### src/hw/rtl/arc_pkg.sv
// ----------------------------------------------------------------------------
// arc_pkg
// Shared types and constants for the aging replacement cache.
// ----------------------------------------------------------------------------
package arc_pkg;

	localparam int ENTRIES      = 8;
	localparam int AGE_BITS     = 16;
	localparam int PAYLOAD_BITS = 32;

	localparam int IDX_W  = (ENTRIES > 1) ? $clog2(ENTRIES) : 1;
	localparam int FILL_W = $clog2(ENTRIES + 1);

	localparam logic [AGE_BITS-1:0] AGE_MAX = {AGE_BITS{1'b1}};

	localparam logic [1:0] MODE_TICK   = 2'd0;
	localparam logic [1:0] MODE_INSERT = 2'd1;
	localparam logic [1:0] MODE_TOUCH  = 2'd2;

	typedef logic [AGE_BITS-1:0]     age_t;
	typedef logic [PAYLOAD_BITS-1:0] pay_t;
	typedef logic [FILL_W-1:0]       fill_t;
	typedef logic [IDX_W-1:0]        idx_t;

	typedef struct packed {
		logic [1:0]  mode;
		logic [31:0] payload;
		logic [2:0]  slot;
	} cmd_t;

	typedef struct packed {
		logic [2:0]  chosen_slot;
		logic [31:0] stored_payload;
		logic [3:0]  filled_count;
		logic        valid_res;
	} rsp_t;

endpackage

### src/hw/rtl/aging_replacement_cache.sv
// ----------------------------------------------------------------------------
// aging_replacement_cache
// Fully associative handle store with per-entry age counters: tick, insert
// with oldest-entry replacement, and touch on hit.
// ----------------------------------------------------------------------------
// Timing: done follows the start transfer through the input register, then the
//   result register; ages, payloads and fill count update as the result registers.
// Throughput: one command per cycle; busy stays low.
// Reset: arst_n clears fill count, ages and the pipeline valid flags; stored
//   payloads hold no reset value and are read only from filled entries.
// ----------------------------------------------------------------------------
module aging_replacement_cache
	import arc_pkg::*;
(
	input  logic clk,
	input  logic arst_n,
	input  logic start,
	output logic busy,
	input  cmd_t cmd,
	output logic done,
	output rsp_t rsp
);

	logic  vld_s1;
	cmd_t  cmd_s1;
	age_t  age_q [ENTRIES];
	pay_t  pay_q [ENTRIES];
	fill_t fill_q;
	logic  done_q;
	rsp_t  rsp_q;

	idx_t  victim;
	age_t  best_age;
	idx_t  chosen;
	fill_t fill_nxt;
	logic  full;
	logic  touch_ok;
	idx_t  touch_idx;
	rsp_t  rsp_d;

	assign busy = 1'b0;

	always_ff @(posedge clk or negedge arst_n) begin
		if (!arst_n) begin
			vld_s1 <= 1'b0;
		end else begin
			vld_s1 <= start;
		end
	end

	always_ff @(posedge clk) begin
		if (start) begin
			cmd_s1 <= cmd;
		end
	end

	// lowest index of strictly greatest age; slot 0 when all zero
	always_comb begin
		victim   = '0;
		best_age = '0;
		for (int i = 0; i < ENTRIES; i++) begin
			if (age_q[i] > best_age) begin
				best_age = age_q[i];
				victim   = idx_t'(i);
			end
		end
	end

	assign full      = (fill_q == fill_t'(ENTRIES));
	assign touch_idx = idx_t'(cmd_s1.slot);
	assign touch_ok  = ({{FILL_W{1'b0}}, cmd_s1.slot} < {3'b000, fill_q})
		&& ({{FILL_W{1'b0}}, cmd_s1.slot} < (FILL_W + 3)'(ENTRIES));

	always_comb begin
		chosen   = '0;
		fill_nxt = fill_q;
		rsp_d    = '{chosen_slot: 3'd0, stored_payload: 32'd0,
			filled_count: 4'd0, valid_res: 1'b1};
		case (cmd_s1.mode)
			MODE_INSERT: begin
				if (full) begin
					chosen = victim;
				end else begin
					chosen   = idx_t'(fill_q);
					fill_nxt = fill_q + fill_t'(1);
				end
				rsp_d.chosen_slot = 3'(chosen);
			end
			MODE_TOUCH: begin
				rsp_d.chosen_slot = cmd_s1.slot;
				if (touch_ok) begin
					rsp_d.stored_payload = 32'(pay_q[touch_idx]);
				end else begin
					rsp_d.valid_res = 1'b0;
				end
			end
			default: begin
			end
		endcase
		rsp_d.filled_count = 4'(fill_nxt);
	end

	always_ff @(posedge clk or negedge arst_n) begin
		if (!arst_n) begin
			fill_q <= '0;
			done_q <= 1'b0;
			for (int i = 0; i < ENTRIES; i++) begin
				age_q[i] <= '0;
			end
		end else begin
			done_q <= vld_s1;
			if (vld_s1) begin
				fill_q <= fill_nxt;
				case (cmd_s1.mode)
					MODE_TICK: begin
						for (int i = 0; i < ENTRIES; i++) begin
							if ((FILL_W + 1)'(i) < {1'b0, fill_q} && age_q[i] != AGE_MAX) begin
								age_q[i] <= age_q[i] + age_t'(1);
							end
						end
					end
					MODE_INSERT: begin
						age_q[chosen] <= '0;
					end
					MODE_TOUCH: begin
						if (touch_ok) begin
							age_q[touch_idx] <= '0;
						end
					end
					default: begin
					end
				endcase
			end
		end
	end

	always_ff @(posedge clk) begin
		if (vld_s1 && cmd_s1.mode == MODE_INSERT) begin
			pay_q[chosen] <= pay_t'(cmd_s1.payload);
		end
		if (vld_s1) begin
			rsp_q <= rsp_d;
		end
	end

	assign done = done_q;
	assign rsp  = rsp_q;

endmodule

### config.mk
export PLATFORM = sky130hd
export DESIGN_NAME = aging_replacement_cache
export DESIGN_NICKNAME = d
export VERILOG_FILES = /design/src/hw/rtl/arc_pkg.sv /design/src/hw/rtl/aging_replacement_cache.sv
export SDC_FILE = /design/constraint.sdc
export NUM_CORES = 1
export LEC_CHECK = 0
export BUFFER_PORTS_ARGS = -buffer_cell sky130_fd_sc_hd__buf_2
export CAP_MARGIN = 15
export CORE_UTILIZATION = 59
export CTS_BUF_LIST = sky130_fd_sc_hd__clkbuf_8
export DETAILED_ROUTE_END_ITERATION = 12
export GPL_TIMING_DRIVEN = 0
export PLACE_DENSITY_LB_ADDON = 0.15
export SLEW_MARGIN = 20
export SYNTH_ARGS = -nofsm -noshare
export SYNTH_HDL_FRONTEND = slang
export SYNTH_SLANG_ARGS = --single-unit
### constraint.sdc
create_clock -name clk -period 20.1 [get_ports clk]
set_clock_uncertainty 0.1 [all_clocks]
set_input_delay 1.005 -clock clk [delete_from_list [all_inputs] [get_ports clk]]
set_output_delay 1.005 -clock clk [all_outputs]
set_load 0.01 [all_outputs]
==> results by stage, run 1 <==
Clocking:
- For the worst-skew pair, the clock arrives at the later sink with an insertion delay of around 0.67 ns.
- The total number of H-tree levels is 3.
- In this run, post-CTS hold repair placed 0 buffers.
- After clock tree synthesis, the clock-pin slew on the worst setup and hold paths is 0.06 ns.
- Buffers inserted during clock tree synthesis total just under 80.
- The tree built by TritonCTS fans out to roughly 470 sinks.
- The clock tree root buffer cell is clkbuf_8.
- The maximum buffer depth of the clock tree is 3.
- TritonCTS built the clock tree.

Layout:
- The net count of the finished layout is about 2500.
- The finished layout cell area is 27900 µm².
- The repair_antennas step left the layout with diodes totalling 0.
- The finished layout holds around 2900 standard cells, fillers aside.
- From synthesis to final layout, the design area changed by 12.4%.
- Summing all multi-input logic gate instances after layout gives ~11000 µm².
- For this run, the share of the core covered by cells in the final layout is around 68%.
- Fill cells in the final layout number 2995.
- The total area of sequential cells is approximately 13000 µm².
- The proportion of layout cells with a drive suffix above 1 is 17.6%.

GRT:
- The total routing resource utilization after global routing is a little under a third.
- The maximum number of pins on one net before global-route repair is 86.
- The global route total overflow is 0.
- The first-pass GRT wire length is around 100000 µm.
- The initial antenna violation count is 0.
- The via count of the first global-routing pass was about 18000.

Yosys:
- Synthesis instantiated between 80 and 90 different standard cells from the library.
- The number of storage elements in the synthesis netlist is 467.
- In the synthesized netlist the dominant register cell turns out to be edfxtp_1.
- The biggest area contributor in the post-synthesis netlist is edfxtp_1.
- The commonest cells after synthesis are edfxtp_1, a21oi_1, nand2_1.
- The cell area that synthesis handed to floorplanning was 24800 µm².
- The count of warnings emitted by yosys is 0.
- In the synthesized netlist the async set-or-reset flop fraction comes to 28.7%.
- The portion of synthesized cell area occupied by the leading cell type is ~40%.
- Dividing the synthesized area by the synthesized cell count gives roughly 12 µm².
- The number of nets in the synthesized netlist is between 2000 and 2500.
- The number of enable flip-flop cells after synthesis is ~330.
- By area the synthesized netlist is led by edfxtp_1, dfrtp_1, ha_1.
- After technology mapping, the gate count stands at approximately 2100.
- The part of the Yosys area used for sequential elements is a little over half.
- The cell with the most instances after synthesis is edfxtp_1.

Critical path:
- Counting stages on the worst path, the most repeated cell is a21o_1.
- The category of the most critical setup path is reg2reg.
- In this design, the stage delay of the slowest critical-path cell is 0.42 ns.
- The worst path arrival time is around 19 ns.
- The highest fanout seen on the critical path is 19.
- The start point of the critical path is age_q[112]$_DFFE_PN0P_.
- The cell depth of the worst flop-to-flop path is 90.
- The critical path endpoint category is a flip-flop.
- The startpoint identified for the worst register-to-register timing path is age_q[112]$_DFFE_PN0P_.
- STA classifies the critical path startpoint as a flip-flop.
- The cell with the biggest individual delay on the critical path is nor4_4.
- The data required time at the worst endpoint is roughly 20 ns.

Placement:
- The detailed placer's ending HPWL is 45100 µm.
- The number of input and output port buffers inserted is 80.
- The standard cell area after detailed placement is between 20000 and 30000 µm².
- Before CTS, the worst setup slack after placement is -1.05 ns.
- The cell count after placement is 2789.
- The placer's final routability congestion estimate is ~0.96.

Floorplanning:
- The floorplan has 74 rows.
- The total area inside the core boundary comes to between 40000 and 50000 µm².
- The die covers about 43000 µm².
- The count of pins on the block boundary is 82.
- In this run the vertical extent of the chip is 207 µm.
- The width of the chip is just over 200 µm.
- The initial utilization of the core area, before any placement, comes to 60.3%.

Detailed routing:
- The first routing iteration left 1730 violations.
- The total length of routed wires is ~64000 µm.
- The number of nets still failing antenna checks after routing is 0.
- For this run, the detailed router's first-pass iteration total came to 6.
- In the routed design, unresolved DRC markers number 0.
- Detailed routing inserted a total of 18400 vias.
- Using the TritonRoute via totals, the vias-per-cell ratio works out to between 6 and 7.
- After detailed routing, the average wire length per cell comes to between 20 and 25 µm.

Worst hold path:
- The worst hold path class is in2async.

Outcome:
- The flow ran to the end, and the final reports show no timing, DRC or antenna violations.

Pwr:
- The reported leakage power is 10.8 nW.
- The total power consumption of the routed design is 4.86 mW.
- For this design the ratio of total power to cell area is around 170 nW/µm².
- The peak supply drop is 0.168 mV.

STA:
- Setup violations remaining at the end of the flow were counted as 0.
- For the pin with the worst max-slew slack, the measured transition is around 1.1 ns.
- The relative slew slack is around a quarter.
- The final-report max-slew violation count came to 0.
- Hold is met by 0.253 ns.
- Setup slack closes at between 1 and 1.5 ns.
- Setup repair after global routing left no endpoint under its margin.
- The post-route setup TNS is 0 ns.
- Of the available clock period, the critical path in the final layout requires roughly 93%.
- The top achievable clock speed is ~53 MHz.
- The final count of hold timing violations was 0.
- The worst path in the final design needs a cycle of ~19 ns, including I/O delays and setup.

Run:
- Across the run, the number of max-cap violations was 0.
==> sequential cells by signal, indices dropped and copies added, names as in the netlist <==
register,cells
cmd_s1,34
age_q,128
rsp,40
done,1
fill_q,4
vld_s1,1
pay_q,256
touch_idx,3
==> critical path: cells and delay by family, from the launching register on <==
| family | cells | cell delay [ns] |
|---|---|---|
| compound gates | 43 | 7.83 |
| buf+inv | 18 | 3.84 |
| simple gates | 18 | 3.11 |
| fa+ha+maj | 8 | 2.00 |
| mux | 3 | 1.05 |
| flops | 1 | 0.40 |
==> where the power goes <==
part / switching (mW) / internal, mW
clock network: 0.390 / 0.395
logic: 1.58 / 1.18
registers: 0.156 / 1.16
==> layout make-up <==
class / count / share of cell area (%)
timing repair buffer: 120 / 2.95
tap: 532 / 2.39
clock buffer: 82 / 4.04
inverter: 123 / 1.65
sequential: 467 / 47.9
clock inverter: 56 / 1.08
buffer: 102 / 1.58
multi-input combinational: 1454 / 38.4
==> final timing paths <==
kind | to | slack, ns
min in group clk | cmd_s1[15]$_DFFE_PP_ | 0.41
worst max-delay path | pay_q[4][27]$_DFFE_PP_ | 1.32
max in group asynchronous | age_q[22]$_DFFE_PN0P_ | 18.88
worst min-delay path | age_q[81]$_DFFE_PN0P_ | 0.25
worst max register to register | pay_q[4][27]$_DFFE_PP_ | 1.32
worst min register to register | age_q[91]$_DFFE_PN0P_ | 0.46
==> layout by cell type, fill, tap and decap left out, drive strengths merged, types with 124 or more instances in the layout <==
cell	instances
dfrtp	134
ha	124
buf	145
clkbuf	159
nand2	149
nor2	134
o21ai	141
nor3	126
a21oi	186
inv	160
edfxtp	333
==> logic make-up after synthesis <==
family	Yosys count	share of synthesized area, %
mux	164	10.1
buf+inv	226	3.60
xor+xnor	5	0.176
other cells	1	0.0151
fa+ha+maj	124	6.25
compound gates	509	13.1
flops	467	53.8
simple gates	651	13.0
==> layer usage <==
metal | track usage [%] | share of wire, % | vias up
met3 | 5.29 | 6.3 | 165
li1 | - | - | 8564
met5 | 0 | 0 | -
met4 | 14.6 | 4.3 | 0
met1 | 40.3 | 42 | 8968
met2 | 48.2 | 47 | 695
==> what timing repair did <==
item / CTS / global route
buffers inserted: 4 / 5
pin swaps: 3 / 3
gates resized for setup: 9 / 22
endpoints found under the setup margin: 386 / 387
gates cloned: 0 / 0
No activity file was read; power rests on OpenSTA's default activity.
==> run 2: changes to the inputs <==
- CORE_ASPECT_RATIO: default -> 2
==> run 2 against run 1 <==
Net effect: first-iteration DRC count fell by 38%; critical path depth rose by 1; final area fell by 0.40%; wire length rose by 6.1%; cell count barely moved; sequential power barely moved; via count rose by 0.60%; fmax fell by 0.45%; die area rose by 0.12%; largest cell class unchanged.
==> results by stage, run 2 (same netlist as run 1, synthesis figures left out) <==
STA:
- The top achievable clock speed was 53.0 MHz (-0.45%).
- The final-report max-slew violation count is 0 (unchanged).
- The final count of hold timing violations is 0 (unchanged).
- The share of the clock period used by the worst path after layout is 93.9% (+0.43 points).
- The post-route setup TNS was 0 ns (unchanged).
- The slew of the pin with the lowest slew margin is 1.12 ns (-0.0113 ns).
- Setup repair after global routing left no endpoint under its margin.
- The final period demand of the worst path was 18.87 ns (+0.0858 ns).
- The relative slew slack is 25.1% (+1.1 points).
- The number of setup violations in the final report is 0 (unchanged).

GRT:
- The total routing resource utilization after global routing came to 32.2% (+2.1 points).
- The global route total overflow is 0 (unchanged).
- The via count of the first global-routing pass is 18800 (+3.2%).
- The maximum number of pins on one net before global-route repair is 80 (-7.0%).
- The first-pass GRT wire length came to 105000 µm (+4.5%).
- The initial antenna violation count is 4 (+4).

Clocking:
- The maximum buffer depth of the clock tree came to 3 (unchanged).
- TritonCTS built the clock tree.
- The number of buffers created by CTS was 67 (-13%).
- The clock slew seen by the registers of the worst setup and hold paths is 0.07 ns (about the same).
- The number of sinks driven by the clock tree was 467 (unchanged).
- The total number of H-tree levels is 3 (unchanged).
- The count of hold buffers inserted by post-cts repair is 0 (unchanged).
- The clock network latency to the later pin of the worst-skew pair is 0.65 ns (-0.02 ns).
- The clock tree root buffer cell is clkbuf_8.

Critical path:
- The delay of the slowest cell on the worst path is 0.41 ns (about the same).
- The critical path endpoint category is a flip-flop.
- The cell that appears most often on the critical path is a21o_1.
- The data required time at the worst endpoint is 20.34 ns (about the same).
- In this run the worst setup path begins at age_q[112]$_DFFE_PN0P_.
- The number of buffer and inverter instances along the worst setup path was 19 (+1).
- The cell with the biggest individual delay on the critical path is dfrtp_1.
- The critical path is of the reg2reg type.
- The highest fanout seen on the critical path came to 10 (-9).
- The startpoint of the worst-slack reg-to-reg timing path is age_q[112]$_DFFE_PN0P_.
- STA classifies the critical path startpoint as a flip-flop.
- The worst path arrival time is 19.11 ns (+0.08 ns).
- In this design, the largest share of critical-path delay is due to compound AO/OA/AOI/OAI gates.

Detailed routing:
- The detailed-routing wirelength on met1 is 23200 µm (-14%).
- The average wire length per cell after detail routing is 23.1 µm (+6.1%).
- The number of nets still failing antenna checks after routing is 0 (unchanged).
- The total length of routed wires came to 67700 µm (+6.1%).
- The detailed-routed wire length on met2 is 35400 µm (+18%).
- The residual DRC count came to 0 (unchanged).
- The first-pass iteration count of the detailed router was 7 (+1).
- The initial detailed-routing violation count is 1079 (-38%).
- The number of vias in the routed layout is 18500 (+0.60%).
- The via density per instance is 6.30 (+0.64%).
- The detailed router used layers up to and including met5.
- The detailed route wirelength on metal3 is 3750 µm (-6.4%).

Layout:
- The proportion of layout cells with a drive suffix above 1 was 17.3% (-0.26 points).
- The library cell used most frequently in the layout, excluding fill and tap cells, is edfxtp_1.
- The flip-flop count of the largest register after layout is 256 (unchanged).
- The net count of the finished layout came to 2505 (-0.16%).
- The register with the most flip-flops is pay_q.
- The top cell types in the final layout, fill and taps aside, are edfxtp_1, a21oi_1, inv_1.
- The growth of design area from synthesis to finish is 11.9%.
- The finished layout cell area was 27800 µm² (-0.40%).

Pwr:
- The switching share of total power came to 44.3% (+0.56 points).
- The reported leakage power is 10.8 nW (-0.72%).
- The sequential share of power is 27.4% (+0.3 points).
- The total power divided by cell area is 174 nW/µm² (-0.10%).
- The net switching power is 2.14 mW (+0.78%).
- The peak supply drop was 0.150 mV (-11%).
- The total power consumption of the routed design is 4.84 mW (-0.51%).
- The clock network fraction of total power is 14.6% (-1.6 points).
- The internal power consumption is 2.69 mW (-1.5%).
- The proportion of power drawn by combinational gates is 58.0% (+1.3 points).

Floorplanning:
- The width of the chip is 147 µm (-29%).
- The y dimension of the die is 292 µm (+41%).
- The count of pins on the block boundary came to 82 (unchanged).
- The full die area came to 43000 µm² (+0.12%).
- The number of cell rows is 106 (+43%).
- The area of the core is 41600 µm² (+1.1%).
- The initial cell density of the core came to 59.6% (-0.64 points).

Worst hold path:
- The min-delay analysis places its worst path in the category in2async.

Placement:
- The detailed placer's ending HPWL came to 50100 µm (+11%).
- The placer's final routability congestion estimate came to 0.970 (+1.2%).
- The number of input and output port buffers inserted is 80 (unchanged).
- The standard cell area after detailed placement is 26300 µm² (+0.18%).

Outcome:
- The run finished with clean final reports.

Run:
- The number of violations of the max-capacitance limit is 0 (unchanged).
## run 2: cell count changes in the layout (fill, tap and decap cells not counted), sizes merged
| cell | change |
|---|---|
| inv | -2 |
| clkinv | -2 |
| diode | +1 |
| clkbuf | -9 |
| clkinvlp | +1 |
| buf | +2 |
## run 2: stage by stage
| stage | cells | worst slack (ns) | util, % | hold WS (ns) |
|---|---|---|---|---|
| after global placement | 2767 | -4.86 | 62.2 | 0.443 |
| after global routing | 2935 | 0.0210 | 66.7 | 0.272 |
| final | 2935 | 1.23 | 66.7 | 0.227 |
| after CTS | 2926 | 0.000602 | 66.4 | 0.250 |
| after detailed placement | 2799 | -1.41 | 63.2 | 0.436 |
| after floorplan | 2147 | 1.30 | - | 0.403 |
## run 2: path summary, 6_finish.rpt
kind                                              end  slack, ns  cells past startpoint
worst min-delay path            age_q[40]$_DFFE_PN0P_       0.23                      1
max in group asynchronous            vld_s1$_DFF_PN0_      18.86                      2
min in group clk                 cmd_s1[13]$_DFFE_PP_       0.44                      1
worst min register to register  age_q[91]$_DFFE_PN0P_       0.46                      1
worst max-delay path            pay_q[4][0]$_DFFE_PP_       1.23                     91
worst max register to register  pay_q[4][0]$_DFFE_PP_       1.23                     91
## run 2: area by class of cell
class | instances | area, µm²
fillers | 3174 | 13800
diodes | 1 | 2.50
flip-flops and latches | 467 | 13400
clock buffers | 69 | 950
multi-input cells | 1454 | 10800
well taps | 540 | 676
repair buffers | 125 | 871
inverters | 123 | 462
plain buffers | 103 | 453
clock inverters | 53 | 272
## run 2: power by group through the flow
stage | logic, mW | clock network [mW] | registers (mW)
detailed placement | 2.67 | 0 | 1.34
CTS | 2.70 | 0.721 | 1.32
global route | 3.08 | 0.756 | 1.34
finish | 2.81 | 0.705 | 1.32
floorplan | 1.99 | 0 | 1.29
global placement | 2.57 | 0 | 1.34
## run 2: routing by layer
layer	vias to the layer above	global-route usage (%)
met1	9041	33.5
met2	674	57.1
li1	8535	-
met3	247	6.23
met4	6	23.7
met5	-	0
## run 2: repair_timing
action / in CTS / in global routing
resized for setup: 14 / 26
pin swaps: 4 / 5
buffers inserted: 5 / 8
endpoints found under the setup margin: 387 / 387
